--- src/design/sqr_pkg.sv ---
package sqr_pkg;

    localparam int TIME_W   = 32;
    localparam int TEMP_W   = 11;
    localparam int CFG_W    = 16;
    localparam int MS_W     = 26;   // 65535 s * 1000 fits in 26 bits
    localparam int IDX_W    = 2;

    localparam int unsigned MS_PER_S = 1000;
    localparam int unsigned RETRY_MS = 2000;

    localparam int unsigned PERIOD_S_RST = 60;
    localparam int unsigned SETTLE_S_RST = 5;
    localparam int unsigned WINDOW_S_RST = 10;

    localparam logic [IDX_W-1:0] CFG_PERIOD = 2'd0;
    localparam logic [IDX_W-1:0] CFG_SETTLE = 2'd1;
    localparam logic [IDX_W-1:0] CFG_WINDOW = 2'd2;

    typedef enum logic [1:0] {
        PH_OFF    = 2'd0,
        PH_SETTLE = 2'd1,
        PH_READ   = 2'd2,
        PH_REPORT = 2'd3
    } phase_t;

    typedef struct packed {
        logic [MS_W-1:0] period_ms;
        logic [MS_W-1:0] settle_ms;
        logic [MS_W-1:0] window_ms;
    } sqr_cfg_t;

    typedef struct packed {
        phase_t                    phase;
        logic                      no_reading;
        logic signed [TEMP_W-1:0]  meas_tenths;
        logic                      meas_valid;
        logic                      read_strobe;
    } sqr_result_t;

    // (t_now - since) mod 2^32 >= ms
    function automatic logic elapsed(logic [TIME_W-1:0] t_now,
                                     logic [TIME_W-1:0] since,
                                     logic [MS_W-1:0]   ms);
        logic [TIME_W-1:0] diff;
        diff = t_now - since;
        return diff >= {{(TIME_W-MS_W){1'b0}}, ms};
    endfunction

endpackage

--- src/design/sqr_cfg.sv ---
module sqr_cfg (
    input  logic                        aclk,
    input  logic                        aresetn,
    input  logic                        cfg_wr_en,
    input  logic [sqr_pkg::IDX_W-1:0]   cfg_index,
    input  logic [sqr_pkg::CFG_W-1:0]   cfg_wdata,
    output sqr_pkg::sqr_cfg_t           cfg
);
    import sqr_pkg::*;

    logic [MS_W-1:0] period_ms_reg, settle_ms_reg, window_ms_reg;
    logic [MS_W-1:0] wdata_ms;

    // Scale seconds to ms at write time; the datapath then only compares.
    assign wdata_ms = MS_W'(cfg_wdata) * MS_W'(MS_PER_S);

    always_ff @(posedge aclk) begin
        if (!aresetn) begin
            period_ms_reg <= MS_W'(PERIOD_S_RST * MS_PER_S);
            settle_ms_reg <= MS_W'(SETTLE_S_RST * MS_PER_S);
            window_ms_reg <= MS_W'(WINDOW_S_RST * MS_PER_S);
        end else if (cfg_wr_en) begin
            case (cfg_index)
                CFG_PERIOD: period_ms_reg <= wdata_ms;
                CFG_SETTLE: settle_ms_reg <= wdata_ms;
                CFG_WINDOW: window_ms_reg <= wdata_ms;
                default: ;
            endcase
        end
    end

    assign cfg.period_ms = period_ms_reg;
    assign cfg.settle_ms = settle_ms_reg;
    assign cfg.window_ms = window_ms_reg;

endmodule

--- src/design/sqr_fsm.sv ---
module sqr_fsm (
    input  logic                                aclk,
    input  logic                                aresetn,
    input  logic                                step,
    input  logic [sqr_pkg::TIME_W-1:0]          now_ms,
    input  logic                                sample_ok,
    input  logic signed [sqr_pkg::TEMP_W-1:0]   sample_tenths,
    input  sqr_pkg::sqr_cfg_t                   cfg,
    output sqr_pkg::sqr_result_t                result
);
    import sqr_pkg::*;

    phase_t                    phase_reg, phase_next;
    logic [TIME_W-1:0]         cycle_start_reg, cycle_start_next;
    logic [TIME_W-1:0]         settle_start_reg, settle_start_next;
    logic [TIME_W-1:0]         last_try_reg, last_try_next;
    logic signed [TEMP_W-1:0]  held_temp_reg, held_temp_next;
    logic                      held_valid_reg, held_valid_next;

    logic el_period, el_settle, el_window, try_now;

    assign el_period = elapsed(now_ms, cycle_start_reg, cfg.period_ms);
    assign el_settle = elapsed(now_ms, settle_start_reg, cfg.settle_ms);
    assign el_window = elapsed(now_ms, cycle_start_reg, cfg.window_ms);
    assign try_now   = !held_valid_reg &&
                       elapsed(now_ms, last_try_reg, MS_W'(RETRY_MS));

    // next state
    always_comb begin
        phase_next        = phase_reg;
        cycle_start_next  = cycle_start_reg;
        settle_start_next = settle_start_reg;
        last_try_next     = last_try_reg;
        held_temp_next    = held_temp_reg;
        held_valid_next   = held_valid_reg;
        case (phase_reg)
            PH_OFF: begin
                if (el_period) begin
                    settle_start_next = now_ms;
                    cycle_start_next  = now_ms;
                    held_valid_next   = 1'b0;
                    held_temp_next    = '0;
                    last_try_next     = '0;
                    phase_next        = PH_SETTLE;
                end
            end
            PH_SETTLE: begin
                if (el_settle) begin
                    phase_next = PH_READ;
                end
            end
            PH_READ: begin
                if (try_now) begin
                    last_try_next = now_ms;
                    if (sample_ok) begin
                        held_temp_next  = sample_tenths;
                        held_valid_next = 1'b1;
                    end
                end
                if (held_valid_reg || (try_now && sample_ok) || el_window) begin
                    phase_next = PH_REPORT;
                end
            end
            PH_REPORT: begin
                cycle_start_next = now_ms;
                phase_next       = PH_OFF;
            end
            default: phase_next = PH_OFF;
        endcase
    end

    // outputs
    always_comb begin
        result.read_strobe = (phase_reg == PH_READ) && try_now;
        result.meas_valid  = (phase_reg == PH_REPORT) && held_valid_reg;
        result.meas_tenths = result.meas_valid ? held_temp_reg : '0;
        result.no_reading  = (phase_reg == PH_REPORT) && !held_valid_reg;
        result.phase       = phase_next;
    end

    always_ff @(posedge aclk) begin
        if (!aresetn) begin
            phase_reg        <= PH_OFF;
            cycle_start_reg  <= '0;
            settle_start_reg <= '0;
            last_try_reg     <= '0;
            held_temp_reg    <= '0;
            held_valid_reg   <= 1'b0;
        end else if (step) begin
            phase_reg        <= phase_next;
            cycle_start_reg  <= cycle_start_next;
            settle_start_reg <= settle_start_next;
            last_try_reg     <= last_try_next;
            held_temp_reg    <= held_temp_next;
            held_valid_reg   <= held_valid_next;
        end
    end

endmodule

--- src/design/sensor_read_sequencer.sv ---
// Pipeline: an input register, then a result register, from s_ transfer to m_tvalid.
// Throughput: one tick per cycle while m_tready does not stall the result slot; every phase
//   decision is one subtract/compare pass on the state registers between the two registers.
// Reset (aresetn low, synchronous): phase off, timestamps and held reading
//   cleared, config back to period 60 s, settle 5 s, window 10 s; both
//   pipeline slots empty.
module sensor_read_sequencer (
    input  logic                        aclk,
    input  logic                        aresetn,
    // input ticks
    input  logic                        s_tvalid,
    output logic                        s_tready,
    // [31:0] now_ms, [32] sample_ok, [43:33] sample_tenths, [47:44] zero
    input  logic [47:0]                 s_tdata,
    // results
    output logic                        m_tvalid,
    input  logic                        m_tready,
    // [0] read_strobe, [1] meas_valid, [12:2] meas_tenths, [13] no_reading,
    // [15:14] phase
    output logic [15:0]                 m_tdata,
    // configuration writes
    input  logic                        cfg_wr_en,
    input  logic [sqr_pkg::IDX_W-1:0]   cfg_index,
    input  logic [sqr_pkg::CFG_W-1:0]   cfg_wdata
);
    import sqr_pkg::*;

    sqr_cfg_t     cfg;
    sqr_result_t  result;

    // input register stage
    logic                      in_valid_reg, in_valid_next;
    logic [TIME_W-1:0]         now_ms_reg;
    logic                      sample_ok_reg;
    logic signed [TEMP_W-1:0]  sample_tenths_reg;

    // result register stage
    logic                      out_valid_reg, out_valid_next;
    sqr_result_t               result_reg;

    logic s_xfer;    // input transfer this cycle
    logic advance;   // result slot free or being drained
    logic step;      // tick in the input register is processed now

    assign advance  = !out_valid_reg || m_tready;
    assign step     = in_valid_reg && advance;
    // The input slot refills in the same cycle that its tick moves on.
    assign s_tready = !in_valid_reg || advance;
    assign s_xfer   = s_tvalid && s_tready;

    always_comb begin
        in_valid_next = in_valid_reg;
        if (s_xfer) begin
            in_valid_next = 1'b1;
        end else if (step) begin
            in_valid_next = 1'b0;
        end
        out_valid_next = advance ? in_valid_reg : out_valid_reg;
    end

    always_ff @(posedge aclk) begin
        if (!aresetn) begin
            in_valid_reg  <= 1'b0;
            out_valid_reg <= 1'b0;
        end else begin
            in_valid_reg  <= in_valid_next;
            out_valid_reg <= out_valid_next;
        end
    end

    // payload registers, no reset needed
    always_ff @(posedge aclk) begin
        if (s_xfer) begin
            now_ms_reg        <= s_tdata[31:0];
            sample_ok_reg     <= s_tdata[32];
            sample_tenths_reg <= s_tdata[43:33];
        end
        if (step) begin
            result_reg <= result;
        end
    end

    sqr_cfg u_cfg (
        .aclk      (aclk),
        .aresetn   (aresetn),
        .cfg_wr_en (cfg_wr_en),
        .cfg_index (cfg_index),
        .cfg_wdata (cfg_wdata),
        .cfg       (cfg)
    );

    // Phase sequencer: state updates only when a tick is processed.
    sqr_fsm u_fsm (
        .aclk          (aclk),
        .aresetn       (aresetn),
        .step          (step),
        .now_ms        (now_ms_reg),
        .sample_ok     (sample_ok_reg),
        .sample_tenths (sample_tenths_reg),
        .cfg           (cfg),
        .result        (result)
    );

    assign m_tvalid = out_valid_reg;
    assign m_tdata  = result_reg;

endmodule

--- config.mk ---
export PLATFORM = sky130hd
export DESIGN_NAME = sensor_read_sequencer
export DESIGN_NICKNAME = d
export VERILOG_FILES = /design/src/design/sqr_pkg.sv /design/src/design/sqr_cfg.sv /design/src/design/sqr_fsm.sv /design/src/design/sensor_read_sequencer.sv
export SDC_FILE = /design/constraint.sdc
export NUM_CORES = 1
export LEC_CHECK = 0
export BUFFER_PORTS_ARGS = -buffer_cell sky130_fd_sc_hd__buf_4
export CAP_MARGIN = 10
export CORE_ASPECT_RATIO = 1.2
export CORE_MARGIN = 5
export CORE_UTILIZATION = 55
export CTS_BUF_LIST = sky130_fd_sc_hd__clkbuf_4 sky130_fd_sc_hd__clkbuf_8
export DETAILED_ROUTE_END_ITERATION = 12
export GPL_TIMING_DRIVEN = 0
export PLACE_DENSITY_LB_ADDON = 0.05
export RECOVER_POWER = 100
export SKIP_LAST_GASP = 1
export SLEW_MARGIN = 20
export SYNTH_ARGS = -nofsm -noshare
export SYNTH_HDL_FRONTEND = slang
export SYNTH_SLANG_ARGS = --single-unit
--- constraint.sdc ---
create_clock -name aclk -period 16.2 [get_ports aclk]
set_input_delay 4.05 -clock aclk [delete_from_list [all_inputs] [get_ports aclk]]
set_output_delay 4.05 -clock aclk [all_outputs]
set_load 0.02 [all_outputs]
# Word-level counts from Yosys, hierarchy flattened
# Index checks and enable logic that the tools add are counted.
[word_totals]
register_bits = 241
input_bits = 71
elab_cells = 80
out_inout_bits = 18
[op_classes]
n_addsub = 3
n_mul = 1
muxes = 19
order_cmp = 4
reduce_logical = 26
n_eq_ne = 8
[ops]
columns = ["op", "count"]
rows = [
  ["$pmux W32 S2", 2],
  ["$ge A32 B26 Y1", 3],
  ["$mux W32", 3],
  ["$sub A32 B32 Y32", 3],
  ["$mux W11", 3],
  ["$ge A32 B11 Y1 const B", 1],
  ["$mul A16 B7 Y23 const B", 1],
  ["$pmux W11 S2", 1],
  ["$pmux W2 S4", 1],
  ["$logic_and A1 B1 Y1", 7],
  ["$eq A2 B2 Y1 const B", 3],
  ["$mux W2", 3],
  ["$reduce_and A2 Y1", 3],
  ["$reduce_and A3 Y1", 2],
  ["$reduce_bool A2 Y1", 3],
  ["$mux W1", 5],
  ["$reduce_and A5 Y1", 1],
  ["$eq A2 B1 Y1 const B", 2],
  ["$logic_not A2 Y1", 2],
  ["$logic_or A1 B1 Y1", 4],
  ["$ne A2 B1 Y1 const B", 2],
  ["$reduce_and A4 Y1", 1],
  ["$logic_not A1 Y1", 3],
  ["$ne A2 B2 Y1 const B", 1],
  ["$pmux W1 S2", 1],
]

# Logic depth before layout (Yosys ltp)
[logic_depth]
ltp_word = 8
mapped_depth = 24
mapped_depth_nobuf = 24

# Cells and area by module
# A second synthesis with hierarchy kept.
[unflattened]
hier_cells = 2334
area_unflattened_um2 = 19771.5
[by_module_without_submodules]
columns = ["mod", "cells_each", "seq_area_each_um2", "area_each_um2", "n_inst"]
rows = [
  ["sqr_fsm", 1619, 2202.1, 12187.9, 1],
  ["sqr_cfg", 646, 1381.3, 5677.9, 1],
  ["sensor_read_sequencer", 69, 1841.8, 1905.6, 1],
]

# Least setup slack after synthesis
# Ideal clock, no wire load.
[synth_timing]
kind = "input-to-output"
from = "in m_tready"
to = "out s_tready"
arrival_time_ps = 4377
n_path_buf = 0
slack_ps = 7773
path_stages = 2
t_required_ps = 12150
cell_sequence = "nor2b_1 > nand2_1"
[synth_via]
elab_chain_cells = 2
[synth_lines]
columns = ["item", "line", "text"]
rows = [
  ["start, declared", "sensor_read_sequencer.sv:17", "input logic m_tready,"],
  ["$logic_or A1 B1 Y1", "sensor_read_sequencer.sv:45", "assign advance = !out_valid_reg || m_tready;"],
  ["$logic_or A1 B1 Y1", "sensor_read_sequencer.sv:48", "assign s_tready = !in_valid_reg || advance;"],
  ["end, declared", "sensor_read_sequencer.sv:12", "output logic s_tready,"],
]
# Every way passes these cells.

# Final worst setup path
# Same ends and word-level chain as after synthesis.

==> impl_results.html <==
<table>
<tr><th>Metric</th><th>Value</th></tr>
<tr><th colspan="2">Clock network</th></tr>
<tr><td>Maximum number of buffers from clock root to sink</td><td>3</td></tr>
<tr><td>Post-CTS sizing</td><td>0</td></tr>
<tr><td>Clock transition at path regs</td><td>0.05 ns</td></tr>
<tr><td>Post-CTS setup repair buffer count</td><td>0</td></tr>
<tr><td>Clock latency at the later pin of the worst-skew pair</td><td>~0.6 ns</td></tr>
<tr><td>Cts bufs inserted</td><td>44</td></tr>
<tr><td>H-tree levels</td><td>2</td></tr>
<tr><td>Post-CTS Hold Fix Bufs</td><td>0</td></tr>
<tr><td>Number of sinks on the clock net</td><td>241</td></tr>
<tr><td>Clock root buffer</td><td>sky130_fd_sc_hd__clkbuf_8</td></tr>
<tr><td>TritonCTS clock tree</td><td>yes</td></tr>
<tr><th colspan="2">Floorplan</th></tr>
<tr><td>Core ar.</td><td>33200 um^2</td></tr>
<tr><td>Die area</td><td>37300 um^2</td></tr>
<tr><td>Die extent in x</td><td>177 um</td></tr>
<tr><td>Row count</td><td>73</td></tr>
<tr><td>Vert. Die Dim</td><td>roughly 210 um</td></tr>
<tr><td>Top-level I/O count</td><td>89</td></tr>
<tr><td>Initial standard-cell utilization of the core</td><td>0.556</td></tr>
<tr><th colspan="2">Setup path</th></tr>
<tr><td>Critical Path Source</td><td>m_tready</td></tr>
<tr><td>CP Cell Sequence</td><td>clkbuf_4, nor2b_1, nand2_1, clkbuf_1</td></tr>
<tr><td>Max Fanout on Critical Path</td><td>3</td></tr>
<tr><td>Critical path buffer and inverter count</td><td>2</td></tr>
<tr><td>End of the worst register-to-register path</td><td>u_fsm.last_try_reg[25]</td></tr>
<tr><td>Longest individual stage delay on the worst path</td><td>between 0.15 and 0.2 ns</td></tr>
<tr><td>Family of cells with the greatest summed delay on the critical path</td><td>buffers and inverters</td></tr>
<tr><td>Capturing element type of the critical path</td><td>output pin</td></tr>
<tr><td>Req. time, crit path</td><td>12.15 ns</td></tr>
<tr><td>Type of element launching the critical path</td><td>input port</td></tr>
<tr><td>WP data arrival</td><td>4.61 ns</td></tr>
<tr><td>Type of the worst setup path</td><td>in2out</td></tr>
<tr><td>Worst-case register-to-register setup slack</td><td>9.13 ns</td></tr>
<tr><td>Crit Reg-Reg Startpoint</td><td>now_ms_reg[1]</td></tr>
<tr><td>Number of cells traversed by the worst register-to-register path</td><td>20</td></tr>
<tr><td>Cell with the largest stage delay on the worst path</td><td>sky130_fd_sc_hd__nor2b_1</td></tr>
<tr><th colspan="2">Global route</th></tr>
<tr><td>First-pass GRT wire length</td><td>~76000 um</td></tr>
<tr><td>Initial antenna violation count</td><td>0</td></tr>
<tr><td>Total congestion overflow after global routing</td><td>0</td></tr>
<tr><td>Largest net degree at the start of global routing</td><td>45</td></tr>
<tr><td>Vias in the first global route</td><td>15.2k</td></tr>
<tr><td>Overall routing resource usage</td><td>0.254</td></tr>
<tr><th colspan="2">Power</th></tr>
<tr><td>Sw power</td><td>roughly 0.87 mW</td></tr>
<tr><td>Combinational share of power</td><td>0.425</td></tr>
<tr><td>Internal power contribution</td><td>1.39 mW</td></tr>
<tr><td>Pwr Total</td><td>between 2 and 2.5 mW</td></tr>
<tr><td>Relative contribution of sequential cells to total power</td><td>0.310</td></tr>
<tr><td>Peak supply drop</td><td>0.0905 mV</td></tr>
<tr><td>Power density normalized to cell area</td><td>111 nW/um^2</td></tr>
<tr><td>Leakage power figure</td><td>8.76 nW</td></tr>
<tr><td>Fraction of power consumed by the clock network</td><td>0.265</td></tr>
<tr><td>Switching part of the total</td><td>0.385</td></tr>
<tr><th colspan="2">Hold path</th></tr>
<tr><td>Worst hold endpoint</td><td>u_cfg.settle_ms_reg[17]</td></tr>
<tr><td>Hold Path Class</td><td>reg2reg</td></tr>
<tr><td>Source of the worst hold timing path</td><td>u_cfg.settle_ms_reg[17]</td></tr>
<tr><td>Number of cells on the worst hold path</td><td>2</td></tr>
<tr><th colspan="2">Logic synthesis</th></tr>
<tr><td>Combined area of all synthesized cells</td><td>18400 um^2</td></tr>
<tr><td>Synthesized netlist cell count</td><td>~2.1k</td></tr>
<tr><td>Synthesized flop and latch total</td><td>241</td></tr>
<tr><td>Sequential area share after synthesis</td><td>0.294</td></tr>
<tr><td>Async SR Flop Fraction</td><td>0</td></tr>
<tr><td>Number of flops mapped to enable cells by yosys</td><td>60</td></tr>
<tr><td>Cell variety after synth</td><td>73</td></tr>
<tr><td>Average instance area after synthesis</td><td>8.67 um^2</td></tr>
<tr><td>Cells taking the most area after synthesis</td><td>sky130_fd_sc_hd__dfxtp_1 (20%), sky130_fd_sc_hd__ha_1 (15%), sky130_fd_sc_hd__edfxtp_1 (9.8%)</td></tr>
<tr><td>Proportion of netlist area held by the largest area contributor</td><td>0.197</td></tr>
<tr><td>Net count of the mapped netlist</td><td>2467</td></tr>
<tr><td>Yosys Warn Count</td><td>0</td></tr>
<tr><td>Most used flip-flop cell after synthesis</td><td>sky130_fd_sc_hd__dfxtp_1</td></tr>
<tr><td>Biggest area consumer among synthesized cells</td><td>sky130_fd_sc_hd__dfxtp_1</td></tr>
<tr><th colspan="2">STA</th></tr>
<tr><td>Top achievable clock speed</td><td>0.116 GHz</td></tr>
<tr><td>Accumulated negative setup slack</td><td>0 ns</td></tr>
<tr><td>Skew final</td><td>around 0.033 ns</td></tr>
<tr><td>Crit path setup slack, layout</td><td>7.54 ns</td></tr>
<tr><td>RSZ-0062 raised after global routing</td><td>no</td></tr>
<tr><td>Hold violation total from the final report</td><td>0</td></tr>
<tr><td>Number of pins with negative max-slew slack in the final report</td><td>45</td></tr>
<tr><td>Worst Tran Pin Value</td><td>3.41 ns</td></tr>
<tr><td>Final min period</td><td>8.66 ns</td></tr>
<tr><td>Slew Limit Headroom</td><td>-1.27</td></tr>
<tr><td>Finish-stage setup viols</td><td>0</td></tr>
<tr><td>Final critical-path share of the clock period</td><td>0.534</td></tr>
<tr><th colspan="2">Drt</th></tr>
<tr><td>Routed len/inst</td><td>17.4 um</td></tr>
<tr><td>Antenna viol nets, final</td><td>0</td></tr>
<tr><td>DRT Pass-1 Iters</td><td>7</td></tr>
<tr><td>Number of vias per cell after detailed routing</td><td>5.53</td></tr>
<tr><td>Routed vias</td><td>15.1k</td></tr>
<tr><td>Total length of routed wires</td><td>47600 um</td></tr>
<tr><td>First DRT Iteration DRCs</td><td>677</td></tr>
<tr><td>Residual DRC</td><td>0</td></tr>
<tr><th colspan="2">Cells and area</th></tr>
<tr><td>Share of post-route cells with drive strength above 1</td><td>0.0682</td></tr>
<tr><td>Highest-count cells in the layout ignoring fill and taps</td><td>sky130_fd_sc_hd__nand2_1 (298), sky130_fd_sc_hd__ha_1 (215), sky130_fd_sc_hd__inv_1 (205)</td></tr>
<tr><td>Leading cell type in the layout, fill and taps excluded</td><td>sky130_fd_sc_hd__nand2_1</td></tr>
<tr><td># nets final</td><td>2596</td></tr>
<tr><td>Non-filler cells in the finished layout</td><td>approximately 2.7k</td></tr>
<tr><td>Area growth from synthesis to layout</td><td>10.7%</td></tr>
<tr><td>Diodes inserted</td><td>0</td></tr>
<tr><th colspan="2">Flow run</th></tr>
<tr><td>Maximum Capacitance Violations</td><td>1</td></tr>
<tr><th colspan="2">Placed design</th></tr>
<tr><td>Port bufs</td><td>slightly above 80</td></tr>
<tr><td>Number of instances in the placed design</td><td>2657</td></tr>
<tr><td>Placed wire-length estimate after detailed placement</td><td>38200 um</td></tr>
<tr><td>Placement-stage worst setup slack</td><td>7.11 ns</td></tr>
<tr><td>Routability congestion estimate</td><td>0.922</td></tr>
<tr><th colspan="2">Outcome</th></tr>
<tr><td>Result of the run</td><td>finished, violations left</td></tr>
<tr><td>Violations in the final reports</td><td>max-capacitance violations, max-slew violations</td></tr>
</table>
## kinds of logic (layout without fill, tap and decap cells)
kind of cell / Yosys count / count (layout) / share of synthesized area
AOI/OAI and AO/OA: 471 / 471 / 0.166
xor gates and xnor gates: 86 / 86 / 0.0409
adders and majority gates: 272 / 272 / 0.208
buffers and inverters: 290 / 452 / 0.0627
DFF: 241 / 241 / 0.294
muxes: 112 / 112 / 0.0609
and+or+nand+nor: 652 / 652 / 0.167
## Yosys cell counts (all sizes together), types with 4 or more instances
| library cell | count |
|---|---|
| nand2 | 298 |
| ha | 215 |
| inv | 205 |
| dfxtp | 181 |
| a21oi | 129 |
| mux2i | 111 |
| nor2 | 81 |
| o21ai | 81 |
| nand3 | 80 |
| clkbuf | 66 |
| a21o | 63 |
| edfxtp | 60 |
| fa | 57 |
| xnor2 | 53 |
| a21boi | 44 |
| nor2b | 44 |
| xor2 | 33 |
| nand4 | 28 |
| o211ai | 28 |
| o21a | 26 |
| and2 | 22 |
| nor3 | 20 |
| buf | 19 |
| and3 | 16 |
| o21bai | 16 |
| a211oi | 14 |
| a31oi | 14 |
| nand2b | 13 |
| or3 | 11 |
| nor4 | 9 |
| o31ai | 9 |
| and4 | 6 |
| a2111oi | 5 |
| o311ai | 5 |
| o31a | 5 |
| or4 | 5 |
| and3b | 4 |
| nand3b | 4 |
| o2111ai | 4 |
| o22ai | 4 |
## cell type report
class                   instances  area (um^2)
fillers                      3119        12800
multi-input cells            1593        11800
flip-flops and latches        241         5430
clock buffers                  64          793
inverters                     205          769
well taps                     450          563
repair buffers                 83          548
plain buffers                  85          352
clock inverters                15          106
## power groups by stage
stage,logic [mW],clock network (mW),registers [mW]
finish,0.959,0.598,0.699
detailed placement,0.960,0,0.711
global placement,0.938,0,0.710
CTS,0.967,0.614,0.698
global route,1.09,0.640,0.705
floorplan,0.722,0,0.701
## worst max path at each step
stage,slack (ns),cells past startpoint,endpoint
after floorplan,7.77,2,s_tready
after global placement,7.15,18,u_cfg.period_ms_reg[25]
after detailed placement,7.11,18,u_cfg.window_ms_reg[25]
after CTS,7.54,4,s_tready
after global routing,7.32,18,u_cfg.period_ms_reg[25]
final,7.54,4,s_tready
## through the flow
stage               hold slack, ns  cell area [um^2]   util
floorplan                    0.438             18400      -
global placement             0.445             19600  0.591
detailed placement           0.454             19600  0.592
CTS                          0.464             20500  0.619
global route                 0.488             20400  0.615
finish                       0.460             20400  0.615
## worst register-to-register path, delay by kind of cell, from the launching register on
kind	cells	cell delay [ns]
flip-flops	1	0.55
buffers and inverters	3	1.68
XOR/XNOR	1	0.15
adder cells (fa/ha/maj)	2	0.58
AO/OA/AOI/OAI	9	3.03
AND/OR/NAND/NOR	4	0.81
multiplexers	1	0.19
## routing by layer
layer	up-vias	wire (um)	part of all wire	global-route usage
li1	7673	-	-	-
met1	7115	20100	0.42	0.298
met2	228	24100	0.51	0.466
met3	102	1290	0.027	0.0294
met4	0	2050	0.043	0.105
met5	-	0	0	0
(Power assumes the default switching activity.)
